--- config.mk ---
export PLATFORM = sky130hd
export DESIGN_NAME = humidity_sensor_frame_decoder_unit
export DESIGN_NICKNAME = d
export VERILOG_FILES = /design/src/hsfd_pkg.sv /design/src/hsfd_front.sv /design/src/hsfd_queue.sv /design/src/hsfd_back.sv /design/src/humidity_sensor_frame_decoder_unit.sv
export SDC_FILE = /design/constraint.sdc
export NUM_CORES = 1
export LEC_CHECK = 0
export BUFFER_PORTS_ARGS = -buffer_cell sky130_fd_sc_hd__buf_4
export CAP_MARGIN = 20
export CORE_MARGIN = 2
export CORE_UTILIZATION = 35
export DETAILED_ROUTE_END_ITERATION = 6
export SYNTH_ARGS = -nofsm -noshare
export SYNTH_HDL_FRONTEND = slang
export SYNTH_SLANG_ARGS = --single-unit
--- constraint.sdc ---
create_clock -name i_clk -period 13.1 [get_ports i_clk]
set_input_delay 2.62 -clock i_clk [delete_from_list [all_inputs] [get_ports i_clk]]
set_output_delay 2.62 -clock i_clk [all_outputs]
set_load 0.05 [all_outputs]
--- src/hsfd_pkg.sv ---
// ----------------------------------------------------------------------------
// hsfd_pkg
// Shared types, constants and arithmetic helpers of the sensor frame decoder.
// ----------------------------------------------------------------------------
`default_nettype none

package hsfd_pkg;

    // crc-8 of the sensor words: poly 0x31, init 0xff, msb first
    localparam logic [7:0] CRC_POLY = 8'h31;
    localparam logic [7:0] CRC_INIT = 8'hFF;

    // byte positions inside the six-byte reply that carry a crc
    localparam logic [2:0] POS_CRC_A = 3'd2;
    localparam logic [2:0] POS_CRC_B = 3'd5;

    // frame kinds
    localparam logic KIND_MEAS = 1'b0;
    localparam logic KIND_ID   = 1'b1;

    // conversion scales, in hundredths
    localparam logic [14:0] SCALE_C = 15'd17500;
    localparam logic [14:0] SCALE_F = 15'd31500;
    localparam logic [13:0] SCALE_H = 14'd10000;

    // offsets; kelvin = qc - 4500 + 27315 = qc + 22815
    localparam logic [14:0] OFFS_C     = 15'd4500;
    localparam logic [15:0] OFFS_F     = 16'd4900;
    localparam logic [15:0] OFFS_K     = 16'd22815;
    localparam logic [15:0] KELVIN_MAX = 16'd30815;

    localparam logic [16:0] DIVISOR = 17'd65535;

    localparam int QUEUE_DEPTH_DEF = 2;

    // one decoded frame handed from the front to the back
    typedef struct packed {
        logic        err;
        logic        kind;
        logic [31:0] data;
    } t_frame;

    // one result item
    typedef struct packed {
        logic               status;
        logic [15:0]        raw_temperature;
        logic [15:0]        raw_humidity;
        logic signed [14:0] celsius_centi;
        logic signed [15:0] fahrenheit_centi;
        logic [14:0]        kelvin_centi;
        logic [13:0]        humidity_centi;
        logic [31:0]        chip_id;
    } t_result;

    function automatic logic [7:0] crc_byte(input logic [7:0] crc, input logic [7:0] b);
        logic [7:0] c;
        c = crc ^ b;
        for (int i = 0; i < 8; i++) begin
            if (c[7]) begin
                c = {c[6:0], 1'b0} ^ CRC_POLY;
            end else begin
                c = {c[6:0], 1'b0};
            end
        end
        return c;
    endfunction

    // floor(x / 65535) for x < 2^31: x = q*65536 + r  ->  x = q*65535 + (r + q)
    // and r + q stays below twice the divisor, so one correction step is enough
    function automatic logic [15:0] div_65535(input logic [30:0] x);
        logic [14:0] q;
        logic [16:0] rem;
        q   = x[30:16];
        rem = {1'b0, x[15:0]} + {2'b00, q};
        return {1'b0, q} + {15'd0, (rem >= DIVISOR)};
    endfunction

endpackage

`default_nettype wire

--- src/hsfd_front.sv ---
// ----------------------------------------------------------------------------
// hsfd_front
// Byte parser: tracks the position in the reply, runs the crc per word and
// hands each completed frame to the queue.
// ----------------------------------------------------------------------------
`default_nettype none

module hsfd_front
    import hsfd_pkg::*;
(
    input  wire logic       i_clk,
    input  wire logic       i_rst_n,
    input  wire logic       i_valid,
    output logic            o_ready,
    input  wire logic [7:0] i_byte,
    input  wire logic       i_start,
    input  wire logic       i_kind,
    input  wire logic       i_q_ready,
    output logic            o_q_valid,
    output t_frame          o_q_frame
);

    logic [2:0]  r_pos;
    logic [7:0]  r_crc;
    logic [31:0] r_data;
    logic        r_ok;

    logic [2:0]  n_pos;
    logic [7:0]  n_crc;
    logic [31:0] n_data;
    logic        n_ok;

    logic [2:0]  pos;
    logic [7:0]  crc;
    logic        accept;

    assign o_ready = i_q_ready;
    assign accept  = i_valid && o_ready;

    // start or a wrapped position begins a fresh frame
    assign pos = (i_start || r_pos > POS_CRC_B) ? 3'd0 : r_pos;
    assign crc = (i_start || r_pos > POS_CRC_B) ? CRC_INIT : r_crc;

    always_comb begin
        n_pos  = r_pos;
        n_crc  = r_crc;
        n_data = r_data;
        n_ok   = r_ok;
        o_q_valid      = 1'b0;
        o_q_frame.err  = !(r_ok && (crc == i_byte));
        o_q_frame.kind = i_kind;
        o_q_frame.data = r_data;
        if (accept) begin
            unique case (pos)
                POS_CRC_A: begin
                    n_ok  = (crc == i_byte);
                    n_crc = CRC_INIT;
                    n_pos = pos + 3'd1;
                end
                POS_CRC_B: begin
                    n_crc     = CRC_INIT;
                    n_pos     = 3'd0;
                    o_q_valid = 1'b1;
                end
                default: begin
                    n_crc  = crc_byte(crc, i_byte);
                    n_data = {r_data[23:0], i_byte};
                    n_pos  = pos + 3'd1;
                end
            endcase
        end
    end

    always_ff @(posedge i_clk) begin
        if (!i_rst_n) begin
            r_pos  <= 3'd0;
            r_crc  <= CRC_INIT;
            r_data <= 32'd0;
            r_ok   <= 1'b0;
        end else begin
            r_pos  <= n_pos;
            r_crc  <= n_crc;
            r_data <= n_data;
            r_ok   <= n_ok;
        end
    end

endmodule

`default_nettype wire

--- src/hsfd_queue.sv ---
// ----------------------------------------------------------------------------
// hsfd_queue
// Small fifo of decoded frames between the parser and the converter.
// ----------------------------------------------------------------------------
`default_nettype none

module hsfd_queue
    import hsfd_pkg::*;
#(
    parameter int DEPTH = QUEUE_DEPTH_DEF
) (
    input  wire logic i_clk,
    input  wire logic i_rst_n,
    input  wire logic i_wr_valid,
    output logic      o_wr_ready,
    input  t_frame    i_wr_frame,
    output logic      o_rd_valid,
    input  wire logic i_rd_ready,
    output t_frame    o_rd_frame
);

    localparam int AW = (DEPTH > 1) ? $clog2(DEPTH) : 1;
    localparam int CW = $clog2(DEPTH + 1);

    t_frame        r_mem [DEPTH];
    logic [AW-1:0] r_wr_ptr;
    logic [AW-1:0] r_rd_ptr;
    logic [CW-1:0] r_count;

    logic push;
    logic pop;

    assign o_wr_ready = (r_count != CW'(DEPTH));
    assign o_rd_valid = (r_count != '0);
    assign o_rd_frame = r_mem[r_rd_ptr];
    assign push       = i_wr_valid && o_wr_ready;
    assign pop        = o_rd_valid && i_rd_ready;

    function automatic logic [AW-1:0] ptr_next(input logic [AW-1:0] p);
        return (p == AW'(DEPTH - 1)) ? '0 : p + AW'(1);
    endfunction

    always_ff @(posedge i_clk) begin
        if (push) begin
            r_mem[r_wr_ptr] <= i_wr_frame;
        end
    end

    always_ff @(posedge i_clk) begin
        if (!i_rst_n) begin
            r_wr_ptr <= '0;
            r_rd_ptr <= '0;
            r_count  <= '0;
        end else begin
            if (push) begin
                r_wr_ptr <= ptr_next(r_wr_ptr);
            end
            if (pop) begin
                r_rd_ptr <= ptr_next(r_rd_ptr);
            end
            if (push && !pop) begin
                r_count <= r_count + CW'(1);
            end else if (pop && !push) begin
                r_count <= r_count - CW'(1);
            end
        end
    end

endmodule

`default_nettype wire

--- src/hsfd_back.sv ---
// ----------------------------------------------------------------------------
// hsfd_back
// Conversion pipeline: scale multiply, divide by 65535, offsets and the
// output register.
// ----------------------------------------------------------------------------
`default_nettype none

module hsfd_back
    import hsfd_pkg::*;
(
    input  wire logic i_clk,
    input  wire logic i_rst_n,
    input  wire logic i_valid,
    output logic      o_ready,
    input  t_frame    i_frame,
    output logic      o_valid,
    input  wire logic i_ready,
    output t_result   o_result
);

    // stage 1: products
    logic        r_s1_v;
    t_frame      r_s1_f;
    logic [30:0] r_s1_pc;
    logic [30:0] r_s1_pf;
    logic [29:0] r_s1_ph;

    // stage 2: quotients
    logic        r_s2_v;
    t_frame      r_s2_f;
    logic [14:0] r_s2_qc;
    logic [14:0] r_s2_qf;
    logic [13:0] r_s2_qh;

    logic        r_out_v;
    t_result     r_out;

    logic        out_ready;
    logic        s2_ready;
    logic        s1_ready;
    logic [15:0] n_qc;
    logic [15:0] n_qf;
    logic [15:0] n_qh;
    logic [15:0] kel_sum;
    t_result     n_out;

    assign out_ready = !r_out_v || i_ready;
    assign s2_ready  = !r_s2_v || out_ready;
    assign s1_ready  = !r_s1_v || s2_ready;
    assign o_ready   = s1_ready;
    assign o_valid   = r_out_v;
    assign o_result  = r_out;

    assign n_qc = div_65535(r_s1_pc);
    assign n_qf = div_65535(r_s1_pf);
    assign n_qh = div_65535({1'b0, r_s1_ph});

    assign kel_sum = {1'b0, r_s2_qc} + OFFS_K;

    always_comb begin
        n_out = '0;
        n_out.status = r_s2_f.err;
        if (!r_s2_f.err) begin
            n_out.raw_temperature = r_s2_f.data[31:16];
            n_out.raw_humidity    = r_s2_f.data[15:0];
            if (r_s2_f.kind == KIND_ID) begin
                n_out.chip_id = r_s2_f.data;
            end else begin
                // results lie in range, so the wrapped differences are exact
                n_out.celsius_centi    = r_s2_qc - OFFS_C;
                n_out.fahrenheit_centi = {1'b0, r_s2_qf} - OFFS_F;
                n_out.kelvin_centi     = (kel_sum > KELVIN_MAX) ? KELVIN_MAX[14:0]
                                                                : kel_sum[14:0];
                n_out.humidity_centi   = r_s2_qh;
            end
        end
    end

    always_ff @(posedge i_clk) begin
        if (s1_ready) begin
            r_s1_f  <= i_frame;
            r_s1_pc <= 31'(i_frame.data[31:16]) * 31'(SCALE_C);
            r_s1_pf <= 31'(i_frame.data[31:16]) * 31'(SCALE_F);
            r_s1_ph <= 30'(i_frame.data[15:0]) * 30'(SCALE_H);
        end
        if (s2_ready) begin
            r_s2_f  <= r_s1_f;
            r_s2_qc <= n_qc[14:0];
            r_s2_qf <= n_qf[14:0];
            r_s2_qh <= n_qh[13:0];
        end
        if (out_ready) begin
            r_out <= n_out;
        end
    end

    always_ff @(posedge i_clk) begin
        if (!i_rst_n) begin
            r_s1_v  <= 1'b0;
            r_s2_v  <= 1'b0;
            r_out_v <= 1'b0;
        end else begin
            if (s1_ready) begin
                r_s1_v <= i_valid;
            end
            if (s2_ready) begin
                r_s2_v <= r_s1_v;
            end
            if (out_ready) begin
                r_out_v <= r_s2_v;
            end
        end
    end

endmodule

`default_nettype wire

--- src/humidity_sensor_frame_decoder_unit.sv ---
// ----------------------------------------------------------------------------
// humidity_sensor_frame_decoder_unit
// Decodes six-byte sensor replies (two crc-checked words) into measurement
// or chip identification results.
// ----------------------------------------------------------------------------
// throughput: one byte per cycle while the queue has room, one result per six bytes
// path: after its sixth byte beat, a frame passes through these registers
//   (queue, multiply stage, divide stage, output register)
// reset: synchronous, active low; clears byte position, crc, frame kind,
//   queue and pipeline valids
`default_nettype none

module humidity_sensor_frame_decoder_unit
    import hsfd_pkg::*;
#(
    parameter int QUEUE_DEPTH = QUEUE_DEPTH_DEF
) (
    input  wire logic         i_clk,
    input  wire logic         i_rst_n,
    // input stream
    input  wire logic         i_s_tvalid,
    output logic              o_s_tready,
    input  wire logic [7:0]   i_s_tdata,   // [7:0] data_byte
    input  wire logic         i_s_tuser,   // [0] frame_start
    // output stream
    output logic              o_m_tvalid,
    input  wire logic         i_m_tready,
    // [15:0] raw_temperature, [31:16] raw_humidity, [46:32] celsius_centi,
    // [62:47] fahrenheit_centi, [77:63] kelvin_centi, [91:78] humidity_centi,
    // [123:92] chip_id, [127:124] zero
    output logic [127:0]      o_m_tdata,
    output logic              o_m_tuser,   // [0] status
    // configuration
    input  wire logic         psel,
    input  wire logic         penable,
    input  wire logic         pwrite,
    input  wire logic [2:0]   paddr,
    input  wire logic [31:0]  pwdata,
    output logic [31:0]       prdata,
    output logic              pready
);

    logic    r_frame_kind;

    logic    q_wr_valid;
    logic    q_wr_ready;
    t_frame  q_wr_frame;
    logic    q_rd_valid;
    logic    q_rd_ready;
    t_frame  q_rd_frame;
    t_result result;

    assign pready = 1'b1;
    assign prdata = (paddr[2] == 1'b0) ? {31'd0, r_frame_kind} : 32'd0;

    always_ff @(posedge i_clk) begin
        if (!i_rst_n) begin
            r_frame_kind <= KIND_MEAS;
        end else if (psel && penable && pwrite && pready && (paddr[2] == 1'b0)) begin
            r_frame_kind <= pwdata[0];
        end
    end

    hsfd_front u_front (
        .i_clk     (i_clk),
        .i_rst_n   (i_rst_n),
        .i_valid   (i_s_tvalid),
        .o_ready   (o_s_tready),
        .i_byte    (i_s_tdata),
        .i_start   (i_s_tuser),
        .i_kind    (r_frame_kind),
        .i_q_ready (q_wr_ready),
        .o_q_valid (q_wr_valid),
        .o_q_frame (q_wr_frame)
    );

    hsfd_queue #(
        .DEPTH (QUEUE_DEPTH)
    ) u_queue (
        .i_clk      (i_clk),
        .i_rst_n    (i_rst_n),
        .i_wr_valid (q_wr_valid),
        .o_wr_ready (q_wr_ready),
        .i_wr_frame (q_wr_frame),
        .o_rd_valid (q_rd_valid),
        .i_rd_ready (q_rd_ready),
        .o_rd_frame (q_rd_frame)
    );

    hsfd_back u_back (
        .i_clk    (i_clk),
        .i_rst_n  (i_rst_n),
        .i_valid  (q_rd_valid),
        .o_ready  (q_rd_ready),
        .i_frame  (q_rd_frame),
        .o_valid  (o_m_tvalid),
        .i_ready  (i_m_tready),
        .o_result (result)
    );

    assign o_m_tuser = result.status;
    assign o_m_tdata = {4'd0,
                        result.chip_id,
                        result.humidity_centi,
                        result.kelvin_centi,
                        result.fahrenheit_centi,
                        result.celsius_centi,
                        result.raw_humidity,
                        result.raw_temperature};

endmodule

`default_nettype wire
======== After elaboration in Yosys (flattened, before gate mapping) ========
Memories as Yosys holds them, arrays and structs flattened. A register that Yosys moved wholly into a read port is not among the register bits.
Index checks and enable logic that the tools add are counted.
Widths: inputs -> output; s select.
storage, ports and cells
  output and inout bits ................... 164
  bits in writable memories ............... 68
  input bits .............................. 51
  memories kept ........................... 1
  word-level logic and storage cells ...... 136
  bits in registers ....................... 373
memory list
  memory         depth  bits a word  rd ports  clocked after Yosys merged registers in  wr ports  line              text
  u_queue.r_mem  2      34           1         1                                        1         hsfd_queue.sv:25  t_frame r_mem [DEPTH];
operators by class
  reductions and logical operators ........ 27
  $mul .................................... 3
  mux-type cells .......................... 38
  order comparisons ....................... 5
  add/sub/neg operators ................... 14
  bitwise logic cells ..................... 12
  equality and inequality tests ........... 4
operators by type and width
  cell                    number
  $mux 8                  16
  $mul 16x13->29 const B  2
  $ge 17x16->1 const B    3
  $mux 6                  8
  $add 16x15->17          2
  $add 15x1->15           2
  $mul 16x10->26 const B  1
  $not 3->3               8
  $add 16x14->17          1
  $add 15x15->16 const B  1
  $gt 16x15->1 const B    1
  $sub 15x13->16 const B  1
  $mux 15                 1
  $sub 15x13->15 const B  1
  $add 14x1->14           1
  $logic_and 1x1->1       9
  $mux 1                  9
  $eq 8x8->1              1
  $xor 8x8->8             1
  $logic_not 1->1         6
  $mux 3                  2
  $reduce_or 2->1         3
  $logic_or 1x1->1        4
  $mux 2                  2
  12 further kinds        17

======== Longest topological paths before layout ========
  depth after elaboration ................. 35
  gate-level depth with buffers ........... 21
  depth with buffers taken out ............ 19

======== Modules after synthesis ========
From an unflattened synthesis, not the netlist that was laid out.
second synthesis, totals
  cell total of the unflattened synthesis .. 2374
  area total of the unflattened synthesis .. 28044.4 um^2
modules (own cells, without submodules)
  module                              area each (um^2)  sequential area each (um^2)  cells an instance  times used
  hsfd_back                           22957.0           9489.1                       1960               1
  hsfd_queue                          2690.1            2142.1                       130                1
  hsfd_front                          2052.0            880.8                        240                1
  humidity_sensor_frame_decoder_unit  345.3             20.0                         44                 1

======== Worst setup path after synthesis ========
No wires, ideal clock.
  kind .................................... input-to-reg
  start ................................... in i_m_tready
  end ..................................... reg u_queue.r_count[1]
  data required time ...................... 13024 ps
  data arrival time ....................... 7246 ps
  library setup time ...................... 76 ps
  setup slack ............................. 5779 ps
  buffers on the path ..................... 0
  stages on the path ...................... 6
  path through ............................ nor2b_1 -> nand3_1 -> o21ai_0 -> ha_1 -> or3_1 -> a21boi_0
on the way
  cells in the longest elaborated chain, start to end .. 7
  elaborated cells on any way between the ends .. 9
  those cells by class .................... 1 x mux; 8 x reduce/logical
ends and longest elaborated chain
  item                                         line                                      text
  start: declaration                           humidity_sensor_frame_decoder_unit.sv:27  input wire logic i_m_tready,
  $logic_or 1x1->1 *                           hsfd_back.sv:47                           assign out_ready = !r_out_v || i_ready;
  $logic_or 1x1->1 *                           hsfd_back.sv:48                           assign s2_ready = !r_s2_v || out_ready;
  $logic_or 1x1->1 *                           hsfd_back.sv:49                           assign s1_ready = !r_s1_v || s2_ready;
  $logic_and 1x1->1 *                          hsfd_queue.sv:37                          assign pop = o_rd_valid && i_rd_ready;
  $logic_not 1->1                              hsfd_queue.sv:61                          if (push && !pop) begin
  $logic_and 1x1->1                            hsfd_queue.sv:61
  $mux 2 or $reduce_bool 2->1 (tied branches)  --
  end signal: assignment                       hsfd_queue.sv:62                          r_count <= r_count + CW'(1);
  end signal: assignment                       hsfd_queue.sv:64                          r_count <= r_count - CW'(1);
  end: declaration                             hsfd_queue.sv:28                          logic [CW-1:0] r_count;
Mark *: on every way between the ends. The rest lies on a longest branch, timed or not.
A chain may end at the register's enable or synchronous reset.

==> results.yml <==
logic_synthesis:
  yosysSeqAreaShare_pct: 44.5
  synth_edf_count: 382
  avgSynthCellArea_sq_um: 11.8
  synth_flop_cell: "edfxtp_1"
  ys_top_cells_by_count: "edfxtp_1, inv_1, ha_1, fa_1, nand2_1"
  async_flop_share_pct: 0
  yosysWarningCount: 0
  netlist_area_sq_um: 28200
  yosysUniqueCellTypes: 78
  synth_top_area_share_pct: 40.7
  synthCells: 2382
  synth_seq_cells: 435
  synth_most_common_cell: "edfxtp_1"
  synth_top_area_cell: "edfxtp_1"
  synthTopCellsByArea: "edfxtp_1, ha_1, fa_1"
clock_tree:
  cts_buffers: 47
  cts_setup_buffers: 0
  clockBufferDepth: 3
  cts_tree: "done"
  clk_latency_ns: 0.59
  cts_root_buf: "clkbuf_16"
  htreeDepth: 2
  clkTransAtPathRegs_ns: 0.06
  ctsHoldBuffers: 0
  ctsResizeCount: 0
  cts_sinks: 435
worst_setup_path:
  startpoint_type: "flip-flop"
  crit_path_cell_trace: "buf_4 -> mux2i_1 -> inv_1 -> ha_1 -> inv_1 -> fa_1 -> fa_1 -> inv_1 -> fa_1 -> inv_1 -> fa_1 -> inv_1 -> ha_1 -> and4_1 -> nand3_1 -> a211oi_1 -> o21ai_1 -> a31oi_1 -> or3_1 -> nand4_1"
  crit_arrival_ns: 7.15
  worst-path-buf-inv: 6
  cp-end-kind: "flip-flop"
  required_ns: 13.42
  path_delay_family: "adder cells"
  slowest_stage: "mux2i_1"
  cp_common_cell: "inv_1"
  max_stage_delay_ns: 0.57
  criticalPathCategory: "reg2reg"
  cp_max_fo: 34
floorplan:
  die_h_um: 288
  start_util_pct: 35.2
  ios: 215
  fp.coreArea_sq_um: 80000
  die_area_sq_um: 82700
  die_w_um: 288
  rows: 104
global_route:
  first_global_vias: 17700
  grt_max_degree: 79
  overflow: 0
  grt_pass1_wl_mm: 93.2
  gr-usage-all-layers_pct: 14.1
  grt_antenna_before_repair: 1
sta:
  fin_setup_tns_ns: 0
  rsz0062_at_grt: "false"
  finalHoldViolations: 0
  maxSlewHeadroom_pct: 39.5
  whs_ns: 0.416
  final.period_utilization_pct: 52.1
  maxSlewViolCount: 0
  fmax_mhz: 146
  finalSetupViolCount: 0
  finalClockSkew_ns: 0.0221
  period_needed_ns: 6.83
  worst_pin_slew_ns: 0.906
worst_hold_path:
  min_from: "u_back.r_s1_f[19]"
  hp-class: "reg2reg"
detailed_routing:
  wl_per_cell_um: 16.2
  drt_iter0_drc: 962
  vias: 17600
  postRouteWirelength_mm: 58.7
  drc_errors: 0
  firstDrtPassIters: 5
  via_per_inst: 4.84
  final_antenna_net_count: 0
final_layout:
  syn_to_final_growth_pct: 13.6
  num_antenna_cells: 0
  nets: 3048
  final_layout_size_suffix_gt1_share_pct: 10.4
placement:
  place_congestion: 0.825
  numPortBuffers: 145
  hpwl_mm: 44.8
outcome:
  status: "complete, no violations"
job:
  drv_cap: 0
## logic make-up after synthesis
| logic type | count (synthesis) | synth area share (%) |
|---|---|---|
| xor+xnor | 161 | 5.11 |
| mux | 43 | 1.61 |
| other cells | 2 | 0.0267 |
| fa+ha+maj | 462 | 24.7 |
| compound gates | 365 | 8.76 |
| simple gates | 505 | 9.21 |
| buf+inv | 409 | 6.06 |
| flops | 435 | 44.5 |
## metal layers
metal	track usage, %	vias to the layer above	wire length (um)
met5	0	-	0
met4	4.41	0	1560
met3	1.81	79	2080
met2	23.2	315	27700
met1	19.3	8602	27400
li1	-	8577	-
## cell usage in the layout, fill, tap and decap left out, types with 16 or more instances in the layout
cell,synthesis,layout
nor2_1,80,79
conb_1,2,36
mux2i_1,28,28
ha_1,305,305
a21boi_0,38,38
xor2_1,47,47
and3_1,24,24
a21oi_1,90,90
nor3_1,29,29
and2_1,64,64
a211oi_1,21,21
xnor2_1,112,112
clkbuf_16,0,50
a31oi_1,20,20
nor2b_1,48,48
nand3_1,43,42
o21a_1,16,16
a21o_1,28,28
buf_4,36,155
edfxtp_1,382,382
inv_1,322,321
dfxtp_1,53,52
nand4_1,20,20
o21ai_0,46,45
fa_1,157,157
nand2_1,133,132
## worst reg2reg max path, cell delays in order, from the launching register on
cell      delay, ns
dfxtp_2        0.31
buf_4          0.45
mux2i_1        0.59
inv_1          0.50
ha_1           0.43
inv_1          0.05
fa_1           0.47
fa_1           0.54
inv_1          0.05
fa_1           0.53
inv_1          0.06
fa_1           0.53
inv_1          0.05
ha_1           0.41
and4_1         0.27
nand3_1        0.09
a211oi_1       0.34
o21ai_1        0.16
a31oi_1        0.45
or3_1          0.20
nand4_1        0.08
## sequential cells by signal, summed over array words and instances (netlist names), 2 cells and up, named ones only
name,flops
u_back.r_s2_qc,15
u_back.o_result,125
u_back.r_s1_pf,27
u_back.r_s1_pc,28
u_queue.r_mem,68
u_front.r_crc,8
u_front.r_pos,3
u_back.r_s1_ph,22
u_queue.r_count,2
u_back.r_s2_f,33
u_front.r_data,32
u_back.r_s2_qf,15
u_back.r_s1_f,34
u_back.r_s2_qh,14
## layout make-up
cell class              instances  area (sq um)
inverters                     322          1210
well taps                    1060          1330
clock inverters                24           282
repair buffers                157          1220
clock buffers                  60          1340
flip-flops and latches        435         12500
fillers                      7519         48000
multi-input cells            1572         14100
## per-stage QoR
step | instances | area (sq um) | setup slack [ns] | utilization, %
after global placement | 3544 | 30300 | 6.32 | 37.9
after global routing | 3630 | 32000 | 5.91 | 40.0
final | 3630 | 32000 | 6.27 | 40.0
after floorplan | 2416 | 28300 | 5.78 | -
after CTS | 3629 | 32000 | 6.24 | 39.9
after detailed placement | 3545 | 30300 | 6.28 | 37.9
## path summary, 6_finish.rpt
path | end | slack (ns) | cells past startpoint
setup / recovery | u_back.r_s1_pf[28] | 6.27 | 20
hold / removal | u_back.r_s2_f[19] | 0.42 | 0
setup reg to reg | u_back.r_s1_pf[28] | 6.27 | 20
hold reg to reg | u_back.r_s2_f[19] | 0.42 | 0
Power is left out: the tool's default activity adds up to more than one toggle a clock period on the data nets, which glitch-free logic cannot reach.
